--- src/design/mbps_pkg.sv ---
// ----------------------------------------------------------------------------
// mbps_pkg: shared types and constants of the masked byte pattern scanner
// Holds the item structs, the register index codes and the sizing constants.
// ----------------------------------------------------------------------------
package mbps_pkg;

	localparam int MAX_PAT_LEN = 16;
	localparam int ADDR_W      = 48;

	// fixed by the register layout
	localparam int PAT_BYTES = 16;
	localparam int PIDX_W    = 4;
	localparam int LEN_W     = 5;
	localparam int CFG_IDX_W = 3;
	localparam int CFG_W     = 48;

	localparam int SEEN_W = $clog2(MAX_PAT_LEN + 1);
	localparam int CMP_W  = ((LEN_W > SEEN_W) ? LEN_W : SEEN_W) + 2;

	typedef enum logic [CFG_IDX_W-1:0] {
		REG_PAT_WORD0 = 3'd0,
		REG_PAT_WORD1 = 3'd1,
		REG_PAT_WORD2 = 3'd2,
		REG_PAT_WORD3 = 3'd3,
		REG_CMP_MASK  = 3'd4,
		REG_PAT_LEN   = 3'd5,
		REG_BASE_ADDR = 3'd6,
		REG_FIND_ALL  = 3'd7
	} cfg_reg_t;

	typedef struct packed {
		logic [7:0] data_byte;
		logic       range_end;
	} in_item_t;

	typedef struct packed {
		logic              match_found;
		logic [ADDR_W-1:0] match_address;
		logic              scan_done;
	} out_item_t;

endpackage

--- src/design/masked_byte_pattern_scanner.sv ---
// ----------------------------------------------------------------------------
// masked_byte_pattern_scanner: wildcard byte signature match over a stream
//
//   channel   direction  handshake           payload
//   in        input      in_valid/in_stall   in_data: data_byte, range_end
//   out       output     out_valid/out_stall out_data: match_found,
//                                            match_address, scan_done
//   cfg       input      cfg_we              cfg_index, cfg_data
//
// One byte per cycle while in_stall is low: a row of window cells compares all
// positions at once and the AND of their results with the address subtract
// fills the result register in the cycle of the transfer.
// Reset clears scan state and registers; find_all resets to one.
// A two-entry result buffer absorbs one stalled result; in_stall rises only
// when both entries are full.
// ----------------------------------------------------------------------------
module masked_byte_pattern_scanner (
	input  logic                            clk,
	input  logic                            arst_n,
	input  logic                            in_valid,
	output logic                            in_stall,
	input  mbps_pkg::in_item_t              in_data,
	output logic                            out_valid,
	input  logic                            out_stall,
	output mbps_pkg::out_item_t             out_data,
	input  logic                            cfg_we,
	input  logic [mbps_pkg::CFG_IDX_W-1:0]  cfg_index,
	input  logic [mbps_pkg::CFG_W-1:0]      cfg_data
);
	import mbps_pkg::*;

	// configuration
	logic [7:0]        pat_q [PAT_BYTES];
	logic [15:0]       mask_q;
	logic [LEN_W-1:0]  len_q;
	logic [ADDR_W-1:0] base_q;
	logic              find_all_q;

	// scan state
	logic              idle_q;
	logic [SEEN_W-1:0] seen_q;
	logic [ADDR_W-1:0] cur_addr_q;
	logic              first_q;

	logic              accept;
	logic              start;
	logic [7:0]        chain_in [MAX_PAT_LEN];
	logic [7:0]        win_q    [MAX_PAT_LEN];
	logic [MAX_PAT_LEN-1:0] eq;
	logic [CMP_W-1:0]  len_w;
	logic [SEEN_W-1:0] seen_next;
	logic              len_ok;
	logic              hit;
	logic              report;
	logic [ADDR_W-1:0] cur;
	logic              buf_stall;
	out_item_t         res;

	assign accept = in_valid && !buf_stall;
	assign in_stall = buf_stall;
	assign start  = idle_q;
	assign len_w  = CMP_W'(len_q);

	always_ff @(posedge clk or negedge arst_n) begin
		if (!arst_n) begin
			for (int i = 0; i < PAT_BYTES; i++) begin
				pat_q[i] <= '0;
			end
			mask_q     <= '0;
			len_q      <= '0;
			base_q     <= '0;
			find_all_q <= 1'b1;
		end else if (cfg_we) begin
			unique case (cfg_reg_t'(cfg_index))
				REG_PAT_WORD0, REG_PAT_WORD1, REG_PAT_WORD2, REG_PAT_WORD3: begin
					for (int b = 0; b < 4; b++) begin
						pat_q[{cfg_index[1:0], 2'(b)}] <= cfg_data[8*b +: 8];
					end
				end
				REG_CMP_MASK:  mask_q     <= cfg_data[15:0];
				REG_PAT_LEN:   len_q      <= cfg_data[LEN_W-1:0];
				REG_BASE_ADDR: base_q     <= ADDR_W'(cfg_data);
				REG_FIND_ALL:  find_all_q <= cfg_data[0];
				default:       ;
			endcase
		end
	end

	// window cells; a scan start clears the older positions as the byte enters
	genvar j;
	generate
		for (j = 0; j < MAX_PAT_LEN; j++) begin : g_cell
			logic [CMP_W-1:0] k_j;
			logic             use_j;
			logic             care_j;

			if (j == 0) begin : g_head
				assign chain_in[j] = in_data.data_byte;
			end else begin : g_body
				assign chain_in[j] = start ? 8'd0 : win_q[j-1];
			end

			// window position j lines up with pattern byte len - 1 - j
			assign use_j  = len_w > CMP_W'(j);
			assign k_j    = len_w - CMP_W'(j + 1);
			assign care_j = use_j && (k_j < CMP_W'(PAT_BYTES)) && mask_q[k_j[PIDX_W-1:0]];

			mbps_cell u_cell (
				.clk   (clk),
				.arst_n(arst_n),
				.shift (accept),
				.d_in  (chain_in[j]),
				.pat   (pat_q[k_j[PIDX_W-1:0]]),
				.care  (care_j),
				.q     (win_q[j]),
				.eq    (eq[j])
			);
		end
	endgenerate

	always_comb begin
		if (start) begin
			seen_next = SEEN_W'(1);
		end else if (seen_q == SEEN_W'(MAX_PAT_LEN)) begin
			seen_next = seen_q;
		end else begin
			seen_next = seen_q + SEEN_W'(1);
		end
	end

	assign len_ok = (len_q != '0) && (len_w <= CMP_W'(MAX_PAT_LEN))
		&& (CMP_W'(seen_next) >= len_w);
	assign hit    = len_ok && (&eq);
	assign report = hit && (find_all_q || start || !first_q);
	assign cur    = start ? base_q : cur_addr_q;

	always_comb begin
		res.match_found   = report;
		res.match_address = report ? (cur - ADDR_W'(len_q) + ADDR_W'(1)) : '0;
		res.scan_done     = in_data.range_end;
	end

	always_ff @(posedge clk or negedge arst_n) begin
		if (!arst_n) begin
			idle_q     <= 1'b1;
			seen_q     <= '0;
			cur_addr_q <= '0;
			first_q    <= 1'b0;
		end else if (accept) begin
			idle_q     <= in_data.range_end;
			seen_q     <= seen_next;
			cur_addr_q <= cur + ADDR_W'(1);
			first_q    <= report || (!start && first_q);
		end
	end

	mbps_out_buf u_out_buf (
		.clk       (clk),
		.arst_n    (arst_n),
		.push_valid(in_valid),
		.push_stall(buf_stall),
		.push_data (res),
		.pop_valid (out_valid),
		.pop_stall (out_stall),
		.pop_data  (out_data)
	);

	a_stall_full: assert property (@(posedge clk) disable iff (!arst_n)
		in_stall |-> out_valid)
		else $error("input stalled while output register empty");

	a_accept_out: assert property (@(posedge clk) disable iff (!arst_n)
		(in_valid && !in_stall) |=> out_valid)
		else $error("transfer in gave no result");

	a_seen_sat: assert property (@(posedge clk) disable iff (!arst_n)
		seen_q <= SEEN_W'(MAX_PAT_LEN))
		else $error("byte count above window depth");

	a_first_only: assert property (@(posedge clk) disable iff (!arst_n)
		(accept && !find_all_q && !start && first_q) |-> !report)
		else $error("second match reported in find-first mode");

endmodule

--- src/design/mbps_cell.sv ---
// ----------------------------------------------------------------------------
// mbps_cell: one window position of the scanner
// Holds one byte of the sliding window, hands it to the next cell on each
// transfer and compares the byte it is about to take against its pattern byte.
// ----------------------------------------------------------------------------
module mbps_cell (
	input  logic       clk,
	input  logic       arst_n,
	input  logic       shift,
	input  logic [7:0] d_in,
	input  logic [7:0] pat,
	input  logic       care,
	output logic [7:0] q,
	output logic       eq
);

	logic [7:0] byte_q;

	// compare the incoming byte, so the match reflects the window after shifting
	assign eq = !care || (d_in == pat);
	assign q  = byte_q;

	always_ff @(posedge clk or negedge arst_n) begin
		if (!arst_n) begin
			byte_q <= '0;
		end else if (shift) begin
			byte_q <= d_in;
		end
	end

endmodule

--- src/design/mbps_out_buf.sv ---
// ----------------------------------------------------------------------------
// mbps_out_buf: two-entry result buffer
// Output register plus a skid entry, so the input side stalls only from a
// registered full flag.
// ----------------------------------------------------------------------------
module mbps_out_buf (
	input  logic                clk,
	input  logic                arst_n,
	input  logic                push_valid,
	output logic                push_stall,
	input  mbps_pkg::out_item_t push_data,
	output logic                pop_valid,
	input  logic                pop_stall,
	output mbps_pkg::out_item_t pop_data
);
	import mbps_pkg::*;

	out_item_t main_q;
	out_item_t skid_q;
	logic      main_v_q;
	logic      skid_v_q;
	logic      pop;
	logic      push;

	assign pop        = main_v_q && !pop_stall;
	assign push       = push_valid && !skid_v_q;
	assign push_stall = skid_v_q;
	assign pop_valid  = main_v_q;
	assign pop_data   = main_q;

	always_ff @(posedge clk or negedge arst_n) begin
		if (!arst_n) begin
			main_v_q <= 1'b0;
			skid_v_q <= 1'b0;
		end else if (skid_v_q) begin
			// drain the skid entry into the output register
			if (pop) begin
				skid_v_q <= 1'b0;
			end
		end else if (push) begin
			if (!main_v_q || pop) begin
				main_v_q <= 1'b1;
			end else begin
				skid_v_q <= 1'b1;
			end
		end else if (pop) begin
			main_v_q <= 1'b0;
		end
	end

	always_ff @(posedge clk) begin
		if (skid_v_q) begin
			if (pop) begin
				main_q <= skid_q;
			end
		end else if (push) begin
			if (!main_v_q || pop) begin
				main_q <= push_data;
			end else begin
				skid_q <= push_data;
			end
		end
	end

endmodule
--- config.mk ---
export PLATFORM = sky130hd
export DESIGN_NAME = masked_byte_pattern_scanner
export DESIGN_NICKNAME = d
export VERILOG_FILES = /design/src/design/mbps_pkg.sv /design/src/design/masked_byte_pattern_scanner.sv /design/src/design/mbps_cell.sv /design/src/design/mbps_out_buf.sv
export SDC_FILE = /design/constraint.sdc
export NUM_CORES = 1
export LEC_CHECK = 0
export BUFFER_PORTS_ARGS = -buffer_cell sky130_fd_sc_hd__buf_4
export CAP_MARGIN = 30
export CELL_PAD_IN_SITES_DETAIL_PLACEMENT = 2
export CELL_PAD_IN_SITES_GLOBAL_PLACEMENT = 2
export CORE_UTILIZATION = 45
export CTS_BUF_LIST = sky130_fd_sc_hd__clkbuf_8
export DETAILED_ROUTE_END_ITERATION = 16
export HOLD_SLACK_MARGIN = 0.1
export PLACE_DENSITY = 0.84
export SLEW_MARGIN = 5
export SYNTH_ARGS = -nofsm -noshare
export SYNTH_HDL_FRONTEND = slang
export SYNTH_SLANG_ARGS = --single-unit
--- constraint.sdc ---
create_clock -name clk -period 18.8 [get_ports clk]
set_clock_uncertainty 0.15 [all_clocks]
set_input_delay 0.94 -clock clk [delete_from_list [all_inputs] [get_ports clk]]
set_output_delay 0.94 -clock clk [all_outputs]
set_load 0.01 [all_outputs]
# Word-level counts from Yosys, hierarchy flattened
# Index checks and enable logic that the tools add are counted.
# W data, S select, Z words.
[classes] bitwise=22 magnitude_cmp=74 n_addsub=20 muxes=122 n_eq_ne=26 reduce_logical=99
[ops] cell="$bmux W8 S4" count=16
[ops] cell="$bwmux W128" count=4
[ops] cell="$mux W8" count=51
[ops] cell="$mux W50" count=4
[ops] cell="$demux W8 S4" count=4
[ops] cell="$eq A8 B8 Y1" count=16
[ops] cell="$lt A7 B5 Y1 const B" count=16
[ops] cell="$ge A5 B5 Y1 const B" count=20
[ops] cell="$not A4 Y5" count=20
[ops] cell="$add A48 B1 Y48 const B" count=2
[ops] cell="$mux W48" count=2
[ops] cell="$lt A4 B5 Y1 const B" count=16
[ops] cell="$bmux W1 S4" count=16
[ops] cell="$sub A48 B5 Y48" count=1
[ops] cell="$sub A5 B4 Y6 const B" count=8
[ops] cell="$logic_and A1 B1 Y1" count=43
[ops] cell="$gt A5 B4 Y1 const B" count=8
[ops] cell="$sub A5 B3 Y6 const B" count=4
[ops] cell="$mux W1" count=23
[ops] cell="$logic_not A1 Y1" count=21
[ops] cell="$gt A5 B3 Y1 const B" count=4
[ops] cell="$logic_or A1 B1 Y1" count=20
[ops] cell="$lt A5 B1 Y1 const B" count=4
[ops] cell="$reduce_and A16 Y1" count=1
[ops] cell="other kinds (22)" count=39
[word_totals] in_bits=65 reg_bits=475 wordCells=410

# Logic depth before layout (Yosys ltp)
[depth] ltp_word=14 ltp_mapped=23 depth_no_buf=16

# Modules after synthesis
# A second synthesis with hierarchy kept.
[hier_totals] cells_unflattened=2599 hier_area_um2=33295.7
[modules_own_cells] module="masked_byte_pattern_scanner" area_per_inst_um2=22638.0 n_inst=1 seq_area_each_um2=6333.6 cells_per_inst=1983
[modules_own_cells] module="mbps_cell" area_per_inst_um2=419.2 n_inst=16 seq_area_each_um2=200.2 cells_per_inst=28
[modules_own_cells] module="mbps_out_buf" area_per_inst_um2=3951.3 n_inst=1 seq_area_each_um2=3052.9 cells_per_inst=168

# Worst setup path after synthesis
# No wires, ideal clock.
[synth_timing] path_kind="reg2reg" startpoint="register idle_q" endpoint="register u_out_buf.main_q (netlist bit u_out_buf.pop_data[42]) (data pin)" setup_ns=0.268 stages_incl_launch_ff=22 slack_ns=12.836 arrival_ns=5.545 path_buffers=7 cell_sequence="dfstp_2 > clkbuf_1 > clkbuf_1 > clkbuf_1 > clkbuf_1 > clkbuf_1 > buf_1 > clkbuf_1 > mux2_2 > ha_1 > ha_1 > fa_1 > nand3_1 > a211oi_1 > o21ai_0 > a21oi_1 > nor3_1 > o21ai_0 > o31ai_1 > o21ai_0 > xnor2_1 > o31ai_1"
[synth_between] elab_chain_cells=10 elab_cells_between_ends=60 classes_between="2 x add/sub; 1 x order compare; 15 x eq/ne; 21 x mux; 21 x reduce/logical"
[synth_lines] element="from (decl)" line="masked_byte_pattern_scanner.sv:40" text="logic idle_q;"
[synth_lines] element="from (signal assigned)" line="masked_byte_pattern_scanner.sv:150" text="idle_q <= in_data.range_end;"
[synth_lines] element="branches (longest 6 deep; another with $sub A48 B5 Y48)"
[synth_lines] element="$mux W48 *" line="masked_byte_pattern_scanner.sv:139" text="res.match_address = report ? (cur - ADDR_W'(len_q) + ADDR_W'(1)) : '0;"
[synth_lines] element="$mux W50 *" line="mbps_out_buf.sv:57" text="if (!main_v_q || pop) begin"
[synth_lines] element="$mux W50 *" line="mbps_out_buf.sv:56" text="end else if (push) begin"
[synth_lines] element="$mux W50 *" line="mbps_out_buf.sv:52" text="if (skid_v_q) begin"
[synth_lines] element="to (signal assigned)" line="mbps_out_buf.sv:54" text="main_q <= skid_q;"
[synth_lines] element="to (signal assigned)" line="mbps_out_buf.sv:58" text="main_q <= push_data;"
[synth_lines] element="to (decl)" line="mbps_out_buf.sv:18" text="out_item_t main_q;"
# Mark *: on every way between the ends. The select of a mux whose other input is x is not followed.
# A chain may end at the register's enable or synchronous reset.

# Final worst setup path
[layout_timing] startpoint="register len_q[0]" endpoint="register u_out_buf.main_q (netlist bit u_out_buf.pop_data[9]) (data pin)"
[layout_between] elab_chain_cells=14 elab_cells_between_ends=238 classes_between="18 x add/sub; 34 x order compare; 16 x eq/ne; 84 x mux; 16 x bitwise; 70 x reduce/logical"
[layout_lines] element="from (decl)" line="masked_byte_pattern_scanner.sv:35" text="logic [LEN_W-1:0] len_q;"
[layout_lines] element="from (signal assigned)" line="masked_byte_pattern_scanner.sv:81" text="REG_PAT_LEN: len_q <= cfg_data[LEN_W-1:0];"
[layout_lines] element="branches (longest 10 deep; another with $sub A48 B5 Y48)"
[layout_lines] element="$mux W48 *" line="masked_byte_pattern_scanner.sv:139"
[layout_lines] element="$mux W50 *" line="mbps_out_buf.sv:57"
[layout_lines] element="$mux W50 *" line="mbps_out_buf.sv:56"
[layout_lines] element="$mux W50 *" line="mbps_out_buf.sv:52"
# Marks and branches as above.

==> metrics.txt <==
share of post-route cells with drive strength above 1 25.4%; Pleak 15.4 nW; DIE HEIGHT 280 µm; Post-synth top flop dfrtp_1; outcome finished clean; r2r setup slk 11480 ps; drt total wl 155 mm; Overall Power 0.00788 W; cell taking the most area after synthesis dfrtp_1; FMAX 137 MHz; first-pass GRT wire length 226 mm; Syn Std Cell Area 34900 µm²; fin nets 3446; CTS tree built; I/O Buffers 116; final instance area 38600 µm²; TritonCTS Buffers 88; Final period util 38.9%; CTS H-tree depth 3; via density per instance 6.90; Vias 30100; Slew @ Worst Pin 1050 ps; 1st-iter DRT viols 3565; post-synthesis async set-or-reset flop share 78.9%; critical path arrival 7660 ps; # DRC 0; Hold Path Sink u_out_buf.skid_q[0]; post-route setup TNS 0 ps; final setup violation count 0; Rows 101; worst-path cell chain clkinv_1 -> ha_2 -> buf_4 -> mux4_2 -> mux4_2 -> or4b_1 -> o211ai_1 -> and4_1 -> o22ai_1 -> nor4_2 -> nand3_4 -> buf_4 -> buf_12 -> o31ai_1; area delta synth->final 10.8%; largest net degree at the start of global routing 225; CTS root buf clkbuf_8; R2R cell count 14; post-synth cell types 80; worst reg2reg path endpoint u_out_buf.pop_data[9]; post-synthesis sequential area ratio 35.5%; kind of critical path reg -> reg; DIE WIDTH 280 µm; largest cells by area after synthesis dfrtp_1, mux4_2, edfxtp_1, mux2_2, nand2_1; Slowest cell on crit path ha_2; max_slew headroom 29.7%; min Tclk post-route 7320 ps; Max FO, Critical Path 52; Final GP Congestion 1.02; CTS Sinks 475; share of the synthesized area in the top cell type 26.8%; GRT Residual Overflow 0; Post-synth EDFFs 100; Clock transition at path regs 70 ps; Final Hold Viols 0; Max-Cap Viols 0; Yosys Warn Count 0; Top-Level Pins 117; synthesized flop and latch total 475; FILL cells 7601; most common cell after layout, fill and taps aside nand2_1; DP Area 36600 µm²; CP Launch Type flop; commonest cells after routing, fill and taps aside nand2_1, dfrtp_1, mux4_2; WL per Instance 35.6 µm; HPWL Detailed 108 mm; Reg2Reg Launch Point len_q[0]; Tot GR Track Use 39.4%; slowest stage delay, CP 1140 ps; Placeable Area 76300 µm²; post-CTS sizing 0; PD cells 204 nW/µm²; die footprint 78600 µm²; maximum VDD drop 126 µV; Starting Density 45.7%; Initial DRT Pass Iterations 8; Final Max Tran Viols 0; initial antenna violation count 9; Syn Inst Count 3215; Worst Hold Class in -> reg; hold depth 1; Hold Startpoint in_data[0]; vias in the first global route 32100; syn nets 3402; Longest Clk Path Bufs 3; endpoint type of the worst setup path flop; RSZ-0062 raised after global routing no; CP required 19140 ps; clk_lat worst skew 770 ps; ANT nets after route 0; syn avg cell area 10.8 µm²
-- layout make-up --
class                      count  area (µm²)  area share (%)
antenna                        5        12.5          0.0324
clock buffer                 103        1420            3.67
clock inverter                57         395            1.02
inverter                      94         355           0.920
multi-input combinational   2431       21300            55.1
sequential                   475       12400            32.1
tap                         1030        1290            3.34
timing repair buffer         169        1480            3.83
-- how the worst max path moves through the flow --
stage	startpoint	endpoint	slack, ps
floorplan	idle_q	u_out_buf.pop_data[42]	12840
global placement	len_q[0]	u_out_buf.pop_data[7]	12210
detailed placement	len_q[0]	u_out_buf.pop_data[17]	11710
CTS	len_q[0]	u_out_buf.pop_data[9]	11570
global route	len_q[0]	u_out_buf.pop_data[9]	11280
finish	len_q[0]	u_out_buf.pop_data[9]	11480
-- state kept, by name (all words and copies together) (netlist names), 5 cells and up --
name                cells
u_out_buf.pop_data     50
seen_q                  5
g_cell.u_cell.q       120
mask_q                 16
pat_q                 128
base_q                 48
len_q                   5
cur_addr_q             48
u_out_buf.skid_q       50
-- metrics by stage --
step,instances,utilization (%),hold WS [ps],worst slack (ps)
4_1_cts,4349,50.3,204,11570
3_5_place_dp,4188,47.9,319,11710
2_1_floorplan,3215,-,291,12840
3_3_place_gp,4184,47.9,309,12210
5_1_grt,4360,50.6,225,11280
6_report,4364,50.6,258,11480
-- power breakdown --
group,internal (W),switching (W),total [W]
clock,0.000559,0.000524,0.00108
sequential,0.00136,0.000498,0.00186
combinational,0.00189,0.00306,0.00495
total,0.00381,0.00408,0.00788
-- critical path: cells and delay by family, from the launching register on --
kind	cells	cell delay, ps
buffers and inverters	4	1690
and+or+nand+nor	4	1370
AOI/OAI and AO/OA	3	760
DFF	1	780
muxes	2	1060
adders and majority gates	1	1140
-- cells by family after synthesis --
| family | Yosys count | share of synthesized area, % |
|---|---|---|
| buffers and inverters | 309 | 3.76 |
| flip-flops | 475 | 35.5 |
| AO/OA/AOI/OAI | 572 | 10.2 |
| AND/OR/NAND/NOR | 945 | 12.6 |
| multiplexers | 608 | 28.8 |
| XOR/XNOR | 184 | 4.69 |
| adder cells (fa/ha/maj) | 122 | 4.40 |
-- timing repair --
action	in CTS	in global routing
hold endpoints to repair	11	0
hold buffers	1	0
endpoints found under the setup margin	0	0
buffers inserted	0	0
-- cells in the mapped netlist, types with 8 or more instances --
cell and n:
mux4_2 295, a21oi_1 86, a22oi_1 15, or3_1 14
nor3b_1 9, nand4_1 42, a21o_1 36, a221oi_1 12
buf_2 46, nand2b_1 21, ha_1 121, clkbuf_1 130
o211ai_1 16, nor4b_1 15, and2_1 8, nand2_1 428
xor2_1 46, o21ai_0 210, inv_1 90, xnor2_1 135
buf_1 20, mux2_2 220, nand3_1 53, and3_1 18
nor2b_1 18, mux2i_1 93, dfrtp_1 373, a211oi_1 24
buf_4 11, o21bai_1 8, a31oi_1 31, nor4bb_1 13
o22ai_1 13, edfxtp_1 100, and4_1 9, nand4b_1 8
o31ai_1 64, nor2_1 212, nor3_1 47, nand3b_1 10
-- routing by layer --
metal / track usage, % / routed length (µm) / vias to the layer above
li1: - / - / 12100
met1: 51.4 / 60700 / 15900
met2: 61.5 / 71600 / 1625
met3: 9.95 / 14800 / 414
met4: 18.4 / 8310 / 4
met5: 0 / 25 / -
(Power assumes the default switching activity.)
